[config.mk]
export PLATFORM = sky130hd
export DESIGN_NAME = radar_glitch_history_filter
export DESIGN_NICKNAME = d
export VERILOG_FILES = /design/src/hw/rtl/rghf_pkg.sv /design/src/hw/rtl/radar_glitch_history_filter.sv /design/src/hw/rtl/rghf_cell.sv
export VERILOG_INCLUDE_DIRS = /design/src /design/src/hw/rtl
export SDC_FILE = /design/constraint.sdc
export NUM_CORES = 2
export LEC_CHECK = 0
export BUFFER_PORTS_ARGS = -buffer_cell sky130_fd_sc_hd__buf_2
export CORE_ASPECT_RATIO = 1.4
export CORE_MARGIN = 10
export CORE_UTILIZATION = 61
export CTS_CLUSTER_DIAMETER = 60
export DETAILED_ROUTE_END_ITERATION = 8
export GPL_TIMING_DRIVEN = 1
export HOLD_SLACK_MARGIN = 0.1
export PLACE_DENSITY = 0.78
export REMOVE_ABC_BUFFERS = 1
export SYNTH_ARGS = -nofsm -noshare
export SYNTH_HDL_FRONTEND = slang
export SYNTH_HIERARCHICAL = 1
export SYNTH_SLANG_ARGS = --single-unit
[constraint.sdc]
create_clock -name clk -period 7.7 [get_ports clk]
set_input_delay 2.31 -clock clk [delete_from_list [all_inputs] [get_ports clk]]
set_output_delay 2.31 -clock clk [all_outputs]
set_load 0.02 [all_outputs]
[src/hw/rtl/radar_glitch_history_filter_defines.svh]
// Assertion macros shared by the radar glitch history filter.
`ifndef RADAR_GLITCH_HISTORY_FILTER_DEFINES_SVH
`define RADAR_GLITCH_HISTORY_FILTER_DEFINES_SVH

// Same-cycle implication, checked on every rising edge outside reset.
`define RGHF_ASSERT_NOW(lbl, ante, cons, msg) \
  lbl: assert property (@(posedge clk) disable iff (rst) (ante) |-> (cons)) else $error(msg);

// Next-cycle implication, checked on every rising edge outside reset.
`define RGHF_ASSERT_NEXT(lbl, ante, cons, msg) \
  lbl: assert property (@(posedge clk) disable iff (rst) (ante) |=> (cons)) else $error(msg);

`endif

[src/hw/rtl/rghf_pkg.sv]
// Types and constants shared by the radar glitch history filter.
package rghf_pkg;

  localparam int SEL_W  = 2;   // wide enough for up to four sensors
  localparam int SLOT_W = 4;   // wide enough for up to sixteen slots
  localparam int RANGE_W = 16;
  localparam int BEAR_W  = 16;
  localparam int TIME_W  = 32;
  localparam int CFG_W   = 32;
  localparam int CFG_IDX_W = 2;

  localparam logic [CFG_IDX_W-1:0] REG_DIST_TOL  = 2'd0;
  localparam logic [CFG_IDX_W-1:0] REG_ANGLE_TOL = 2'd1;
  localparam logic [CFG_IDX_W-1:0] REG_AGE_LIMIT = 2'd2;

  localparam logic [RANGE_W-1:0] DIST_TOL_RESET  = 16'd100;
  localparam logic [BEAR_W-1:0]  ANGLE_TOL_RESET = 16'd500;
  localparam logic [TIME_W-1:0]  AGE_LIMIT_RESET = 32'd1000;

  // A reading travelling along the compare chain.
  typedef struct packed {
    logic               valid;
    logic [SEL_W-1:0]   sensor;
    logic [RANGE_W-1:0] range_cm;
    logic [BEAR_W-1:0]  bearing;
    logic [TIME_W-1:0]  stamp;
    logic               match;
  } token_t;

  // Broadcast update of one history slot.
  typedef struct packed {
    logic               en;
    logic [SEL_W-1:0]   sensor;
    logic [SLOT_W-1:0]  slot;
    logic [RANGE_W-1:0] range_cm;
    logic [BEAR_W-1:0]  bearing;
    logic [TIME_W-1:0]  stamp;
  } hist_wr_t;

  // Matching thresholds.
  typedef struct packed {
    logic [RANGE_W-1:0] distance;
    logic [BEAR_W-1:0]  angle;
    logic [TIME_W-1:0]  age;
  } tol_t;

endpackage

[src/hw/rtl/radar_glitch_history_filter.sv]
// A reading walks the slot chain, one register per cell, before its result is loaded.
// Only one reading is in the chain at a time; a new one waits while the block is busy.
// The next reading may enter on the cycle after the previous result leaves the chain,
// so that it is compared with the history as updated by that result.
// Reset (rst, synchronous) zeroes every history slot, fill level and oldest pointer,
// and loads the tolerances with 100 cm, 500 centidegrees and 1000 ms.
module radar_glitch_history_filter #(
  parameter int ENTRIES = 5,
  parameter int SENSORS = 2
) (
  input  logic                          clk,
  input  logic                          rst,
  input  logic                          in_valid,
  output logic                          in_stall,
  input  logic                          sensor_select,
  input  logic [rghf_pkg::RANGE_W-1:0]  range_cm,
  input  logic [rghf_pkg::BEAR_W-1:0]   bearing_centideg,
  input  logic [rghf_pkg::TIME_W-1:0]   now_ms,
  output logic                          out_valid,
  input  logic                          out_stall,
  output logic                          is_glitch,
  input  logic                          cfg_write,
  input  logic [rghf_pkg::CFG_IDX_W-1:0] cfg_index,
  input  logic [rghf_pkg::CFG_W-1:0]    cfg_data
);
  import rghf_pkg::*;

  localparam int SW = (SENSORS > 1) ? $clog2(SENSORS) : 1;
  localparam int EW = (ENTRIES > 1) ? $clog2(ENTRIES) : 1;
  localparam int FW = $clog2(ENTRIES + 1);
  localparam logic [FW-1:0] FULL     = FW'(ENTRIES);
  localparam logic [EW-1:0] LAST_IDX = EW'(ENTRIES - 1);

  // Matching thresholds; the user must write them only while the block is idle (not enforced).
  tol_t tol;

  always_ff @(posedge clk) begin
    if (rst) begin
      tol.distance <= DIST_TOL_RESET;
      tol.angle    <= ANGLE_TOL_RESET;
      tol.age      <= AGE_LIMIT_RESET;
    end else if (cfg_write) begin
      case (cfg_index)
        REG_DIST_TOL:  tol.distance <= cfg_data[RANGE_W-1:0];
        REG_ANGLE_TOL: tol.angle    <= cfg_data[BEAR_W-1:0];
        REG_AGE_LIMIT: tol.age      <= cfg_data[TIME_W-1:0];
        default: ;
      endcase
    end
  end

  // The chain carries one reading at a time. Each cell compares it with its
  // own slot for the selected sensor and ORs the outcome into the match flag
  // before handing the reading to its neighbour on the next cycle.
  token_t   chain [ENTRIES+1];
  hist_wr_t wr;
  logic     busy;
  logic     load;
  logic     advance;
  logic     accept;

  // A finished reading leaves the last cell once the output register is free.
  // The input stays stalled until the history write of the previous reading has
  // landed, since the first cell compares in the very cycle of acceptance.
  assign load    = chain[ENTRIES].valid && (!out_valid || !out_stall);
  assign advance = !chain[ENTRIES].valid || load;
  assign in_stall = busy;
  assign accept  = in_valid && !in_stall;

  always_comb begin
    chain[0]          = '0;
    chain[0].valid    = accept;
    chain[0].sensor   = (SENSORS > 1) ? SEL_W'(sensor_select) : '0;
    chain[0].range_cm = range_cm;
    chain[0].bearing  = bearing_centideg;
    chain[0].stamp    = now_ms;
    chain[0].match    = 1'b0;
  end

  for (genvar k = 0; k < ENTRIES; k++) begin : g_cell
    rghf_cell #(
      .SENSORS (SENSORS),
      .SLOT    (k)
    ) u_cell (
      .clk     (clk),
      .rst     (rst),
      .advance (advance),
      .tol     (tol),
      .wr      (wr),
      .tok_in  (chain[k]),
      .tok_out (chain[k+1])
    );
  end

  // Per-sensor allocation state: how many slots are filled, and which slot
  // is overwritten next once the history is full.
  logic [FW-1:0] fill_level  [SENSORS];
  logic [EW-1:0] oldest_slot [SENSORS];
  logic [SW-1:0] sidx;
  logic          full;
  logic          glitch;

  assign sidx   = chain[ENTRIES].sensor[SW-1:0];
  assign full   = (fill_level[sidx] == FULL);
  assign glitch = !chain[ENTRIES].match && full;

  // An unmatched reading is written back into the history as it leaves.
  always_comb begin
    wr.en       = load && !chain[ENTRIES].match;
    wr.sensor   = chain[ENTRIES].sensor;
    wr.slot     = full ? SLOT_W'(oldest_slot[sidx]) : SLOT_W'(fill_level[sidx]);
    wr.range_cm = chain[ENTRIES].range_cm;
    wr.bearing  = chain[ENTRIES].bearing;
    wr.stamp    = chain[ENTRIES].stamp;
  end

  always_ff @(posedge clk) begin
    if (rst) begin
      for (int i = 0; i < SENSORS; i++) begin
        fill_level[i]  <= '0;
        oldest_slot[i] <= '0;
      end
    end else if (wr.en) begin
      if (!full) begin
        fill_level[sidx] <= fill_level[sidx] + FW'(1);
      end else if (oldest_slot[sidx] == LAST_IDX) begin
        oldest_slot[sidx] <= '0;
      end else begin
        oldest_slot[sidx] <= oldest_slot[sidx] + EW'(1);
      end
    end
  end

  // Busy runs from the accepted transaction until its result is loaded.
  logic busy_next;

  always_comb begin
    busy_next = busy;
    if (load) begin
      busy_next = 1'b0;
    end
    if (accept) begin
      busy_next = 1'b1;
    end
  end

  always_ff @(posedge clk) begin
    if (rst) begin
      busy <= 1'b0;
    end else begin
      busy <= busy_next;
    end
  end

  // Output register: holds the result until its transaction completes.
  always_ff @(posedge clk) begin
    if (rst) begin
      out_valid <= 1'b0;
    end else if (load) begin
      out_valid <= 1'b1;
    end else if (!out_stall) begin
      out_valid <= 1'b0;
    end
  end

  always_ff @(posedge clk) begin
    if (load) begin
      is_glitch <= glitch;
    end
  end

`include "radar_glitch_history_filter_defines.svh"

  `RGHF_ASSERT_NEXT(a_accept_sets_busy, accept, busy, "accepted reading did not mark the block busy")
  `RGHF_ASSERT_NOW(a_chain_end_busy, chain[ENTRIES].valid, busy, "reading at chain end while idle")
  `RGHF_ASSERT_NOW(a_wr_slot_range, wr.en, wr.slot <= SLOT_W'(ENTRIES - 1), "history write outside slot range")
  `RGHF_ASSERT_NEXT(a_load_shows_result, load, out_valid, "loaded result not presented")

endmodule

[src/hw/rtl/rghf_cell.sv]
// One history slot per sensor, with its compare stage in the chain.
module rghf_cell #(
  parameter int SENSORS = 2,
  parameter int SLOT    = 0
) (
  input  logic              clk,
  input  logic              rst,
  input  logic              advance,
  input  rghf_pkg::tol_t    tol,
  input  rghf_pkg::hist_wr_t wr,
  input  rghf_pkg::token_t  tok_in,
  output rghf_pkg::token_t  tok_out
);
  import rghf_pkg::*;

  localparam int SW = (SENSORS > 1) ? $clog2(SENSORS) : 1;
  localparam logic [SLOT_W-1:0] MY_SLOT = SLOT_W'(SLOT);

  logic [RANGE_W-1:0] hist_range   [SENSORS];
  logic [BEAR_W-1:0]  hist_bearing [SENSORS];
  logic [TIME_W-1:0]  hist_stamp   [SENSORS];

  logic [SW-1:0]      rd_idx;
  logic [SW-1:0]      wr_idx;
  logic [RANGE_W-1:0] d_range;
  logic [BEAR_W-1:0]  d_bear;
  logic [TIME_W-1:0]  age;
  logic               hit;
  token_t             tok_next;

  assign rd_idx = tok_in.sensor[SW-1:0];
  assign wr_idx = wr.sensor[SW-1:0];

  always_comb begin
    d_range = (tok_in.range_cm >= hist_range[rd_idx]) ?
              tok_in.range_cm - hist_range[rd_idx] : hist_range[rd_idx] - tok_in.range_cm;
    d_bear  = (tok_in.bearing >= hist_bearing[rd_idx]) ?
              tok_in.bearing - hist_bearing[rd_idx] : hist_bearing[rd_idx] - tok_in.bearing;
    age     = tok_in.stamp - hist_stamp[rd_idx];
    hit     = (d_range <= tol.distance) && (d_bear <= tol.angle) && (age <= tol.age);
    tok_next       = tok_in;
    tok_next.match = tok_in.match | hit;
  end

  always_ff @(posedge clk) begin
    if (rst) begin
      tok_out <= '0;
    end else if (advance) begin
      tok_out <= tok_next;
    end
  end

  // The history resets to zero; unfilled slots take part in the compare.
  always_ff @(posedge clk) begin
    if (rst) begin
      for (int i = 0; i < SENSORS; i++) begin
        hist_range[i]   <= '0;
        hist_bearing[i] <= '0;
        hist_stamp[i]   <= '0;
      end
    end else if (wr.en && (wr.slot == MY_SLOT)) begin
      hist_range[wr_idx]   <= wr.range_cm;
      hist_bearing[wr_idx] <= wr.bearing;
      hist_stamp[wr_idx]   <= wr.stamp;
    end
  end

endmodule

==> flow_summary.yaml <==
run_status:
  status: "finished clean"
timing:
  grt_setup_unrepaired: "false"
  slew_viol_final: 0
  post-route-period-util_pct: 92.0
  period_needed_ns: 7.08
  finalClockSkew_ns: 0.0363
  worst_pin_slew_ns: 1.10
  layout_setup_ws_ns: 0.619
  finalHoldViolations: 0
  setup-violations-final: 0
  timing.hold.ws_ns: 0.493
  fmaxAchievable_mhz: 141
  maxSlewHeadroom_pct: 27.0
worst_setup_path:
  critPathMaxFanout: 17
  crit_arrival_ns: 7.68
  path_cells: "buf_4, buf_4, mux2i_1, inv_1, fa_1, nor2b_1, o211ai_1, a2111oi_2, o31ai_4, o21ai_1, a21oi_1, o21ai_1, a211oi_1, ha_1, nand4_1, nor4_1, o21ai_0, a32oi_1, buf_4, o32ai_1"
  cpMostUsedCell: "buf_4"
  cp-start-kind: "primary input"
  crit_type: "in -> reg"
  end_kind: "flop"
  worstPathRequired_ns: 8.30
  max_stage_delay_ns: 0.77
  cp_slowest_cell: "a2111oi_2"
global_route:
  grt_usage_pct: 30.1
  grt_pass1_wl_um: 312000
  grt_pass1_vias: 56600
  overflow: 0
  grt_antenna_before_repair: 3
  grt_max_degree: 118
routing:
  ant_nets: 0
  drc: 0
  drtIter0Drc: 3871
  drt_wl_total_um: 207000
  viasPerCell: 6.09
  first_pass_iters: 6
  num_vias: 55800
  wl_per_cell_um: 22.6
placement:
  port_buffers: 106
  gp_congestion: 0.980
  pre_cts_slack_ns: -0.0394
  placed_cells: 8959
  hpwl_um: 152000
  dpl_cell_area_sq_mm: 0.0744
cells_and_area:
  layout.cells.non_filler: 9160
  drive_above_1_share_pct: 6.52
  nNetsFinal: 8399
  n_fill_cell: 9475
  design_area_sq_mm: 0.0780
  multi_input_area_sq_mm: 0.0406
  synthToLayoutAreaGrowth_pct: 7.76
  seq_area_sq_mm: 0.0277
clocking:
  clk_path_buf_depth: 3
  cts.sinks: 1054
  cts.hold.buffers_added: 0
  root_buffer: "clkbuf_16"
  clkTransAtPathRegs_ns: 0.06
  h-tree-depth: 3
  clk_latency_ns: 0.76
  cts_buffers: 105
  post_cts_buffers: 0
  cts_resized: 0
  tritoncts: "yes"
power:
  power.total_uw: 15000
  p_sw_uw: 4460
  p_seq_share_pct: 42.2
  p_int_uw: 10500
  vdd_drop_max_mv: 0.204
  p_clk_share_pct: 36.2
  p_leak_uw: 0.0363
  comb_power_share_pct: 21.6
  pwr_density_cell_mw_per_mm2: 192
  swShare_pct: 29.8
logic_synthesis:
  netlist_area_sq_mm: 0.0724
  yosysWarnings: 6
  avgSynthCellArea_sq_um: 9.65
  postSynthCellCount: 7498
die:
  die_w_um: 311
  start_util_pct: 61.4
  dieHeight_um: 428
  num_rows: 149
  core_sq_mm: 0.118
  die_area_sq_mm: 0.133
  pin_count: 107
job:
  maxCapViolCount: 0
hold_path:
  hold_class: "reg -> reg"
## worst max-delay path, delay by kind of cell
kind                       cells  cell delay [ns]
muxes                          1             0.30
and+or+nand+nor                3             0.81
AOI/OAI and AO/OA             10             2.51
buffers and inverters          4             0.96
adders and majority gates      2             0.75
## placed cells by master (no fill, tap or decap), types with 22 or more instances in the layout
cell type,count
buf_2,104
and3_1,90
o21bai_1,36
or2_2,22
nor3_1,83
mux2i_1,731
buf_4,71
dfxtp_1,396
o211ai_1,31
and2_1,596
a21oi_1,482
xor2_1,93
o21ai_0,211
nand2_1,302
nand4_1,103
nor2b_1,68
nand2b_1,62
a21o_1,273
ha_1,789
a211oi_1,42
inv_1,775
o31ai_1,27
xnor2_1,170
nor2_1,569
a31oi_1,35
nand3_1,83
o21ai_1,22
nor4_1,27
clkbuf_16,109
o21a_1,56
fa_1,25
edfxtp_1,653
## stage by stage
stage | util [%] | setup TNS (ns)
floorplan | - | -2774.94
global placement | 63.1 | -0.00957
detailed placement | 63.1 | -0.0394
CTS | 66.2 | 0
global route | 66.2 | 0
finish | 66.2 | 0
## registers in the layout, summed over array words and instances (netlist names), 6 cells and up
| signal | count |
|---|---|
| g_cell.u_cell/hist_stamp | 320 |
| g_cell.u_cell/tok_out | 335 |
| g_cell.u_cell/hist_bearing | 160 |
| oldest_slot | 6 |
| g_cell.u_cell/hist_range | 160 |
| fill_level | 6 |
| tol | 64 |
## metal layers
layer | part of all wire [%] | up-vias | GRT usage, % | wire (um)
li1 | - | 26200 | - | -
met1 | 37 | 26900 | 32.3 | 76000
met2 | 50 | 2014 | 55.0 | 104000
met3 | 5.8 | 697 | 3.59 | 12000
met4 | 7.4 | 2 | 20.8 | 15200
met5 | 0.0063 | - | 0 | 13
## final timing paths
| kind | start | endpoint | slack [ns] | cells after the start |
|---|---|---|---|---|
| hold / removal | g_cell[2].u_cell/tok_out[0]$_SDFFE_PP0P_ | g_cell[2].u_cell/tok_out[0]$_SDFFE_PP0P_ | 0.49 | 2 |
| setup reg to reg | g_cell[0].u_cell/tok_out[65]$_SDFFE_PP0P_ | g_cell[1].u_cell/tok_out[0]$_SDFFE_PP0P_ | 0.98 | 19 |
| setup / recovery | sensor_select | g_cell[0].u_cell/tok_out[0]$_SDFFE_PP0P_ | 0.62 | 20 |
| hold reg to reg | g_cell[2].u_cell/tok_out[0]$_SDFFE_PP0P_ | g_cell[2].u_cell/tok_out[0]$_SDFFE_PP0P_ | 0.49 | 2 |
## power groups by stage
stage	Clock, uW	Sequential [uW]	Combinational (uW)
2_1_floorplan	0	6370	2280
3_3_place_gp	0	6420	3080
3_5_place_dp	0	6430	3160
4_1_cts	5470	6310	3190
5_1_grt	5690	6330	3560
6_report	5420	6310	3230
## area by class of cell
class	count	area share, %
Antenna cell	1	0.00321
Clock buffer	130	3.72
Clock inverter	70	0.948
Inverter	775	3.73
Multi-Input combinational cell	5363	52.1
Sequential cell	1054	35.5
Tap cell	1585	2.54
Timing Repair Buffer	182	1.52
Power figures use the tool's default switching activity.
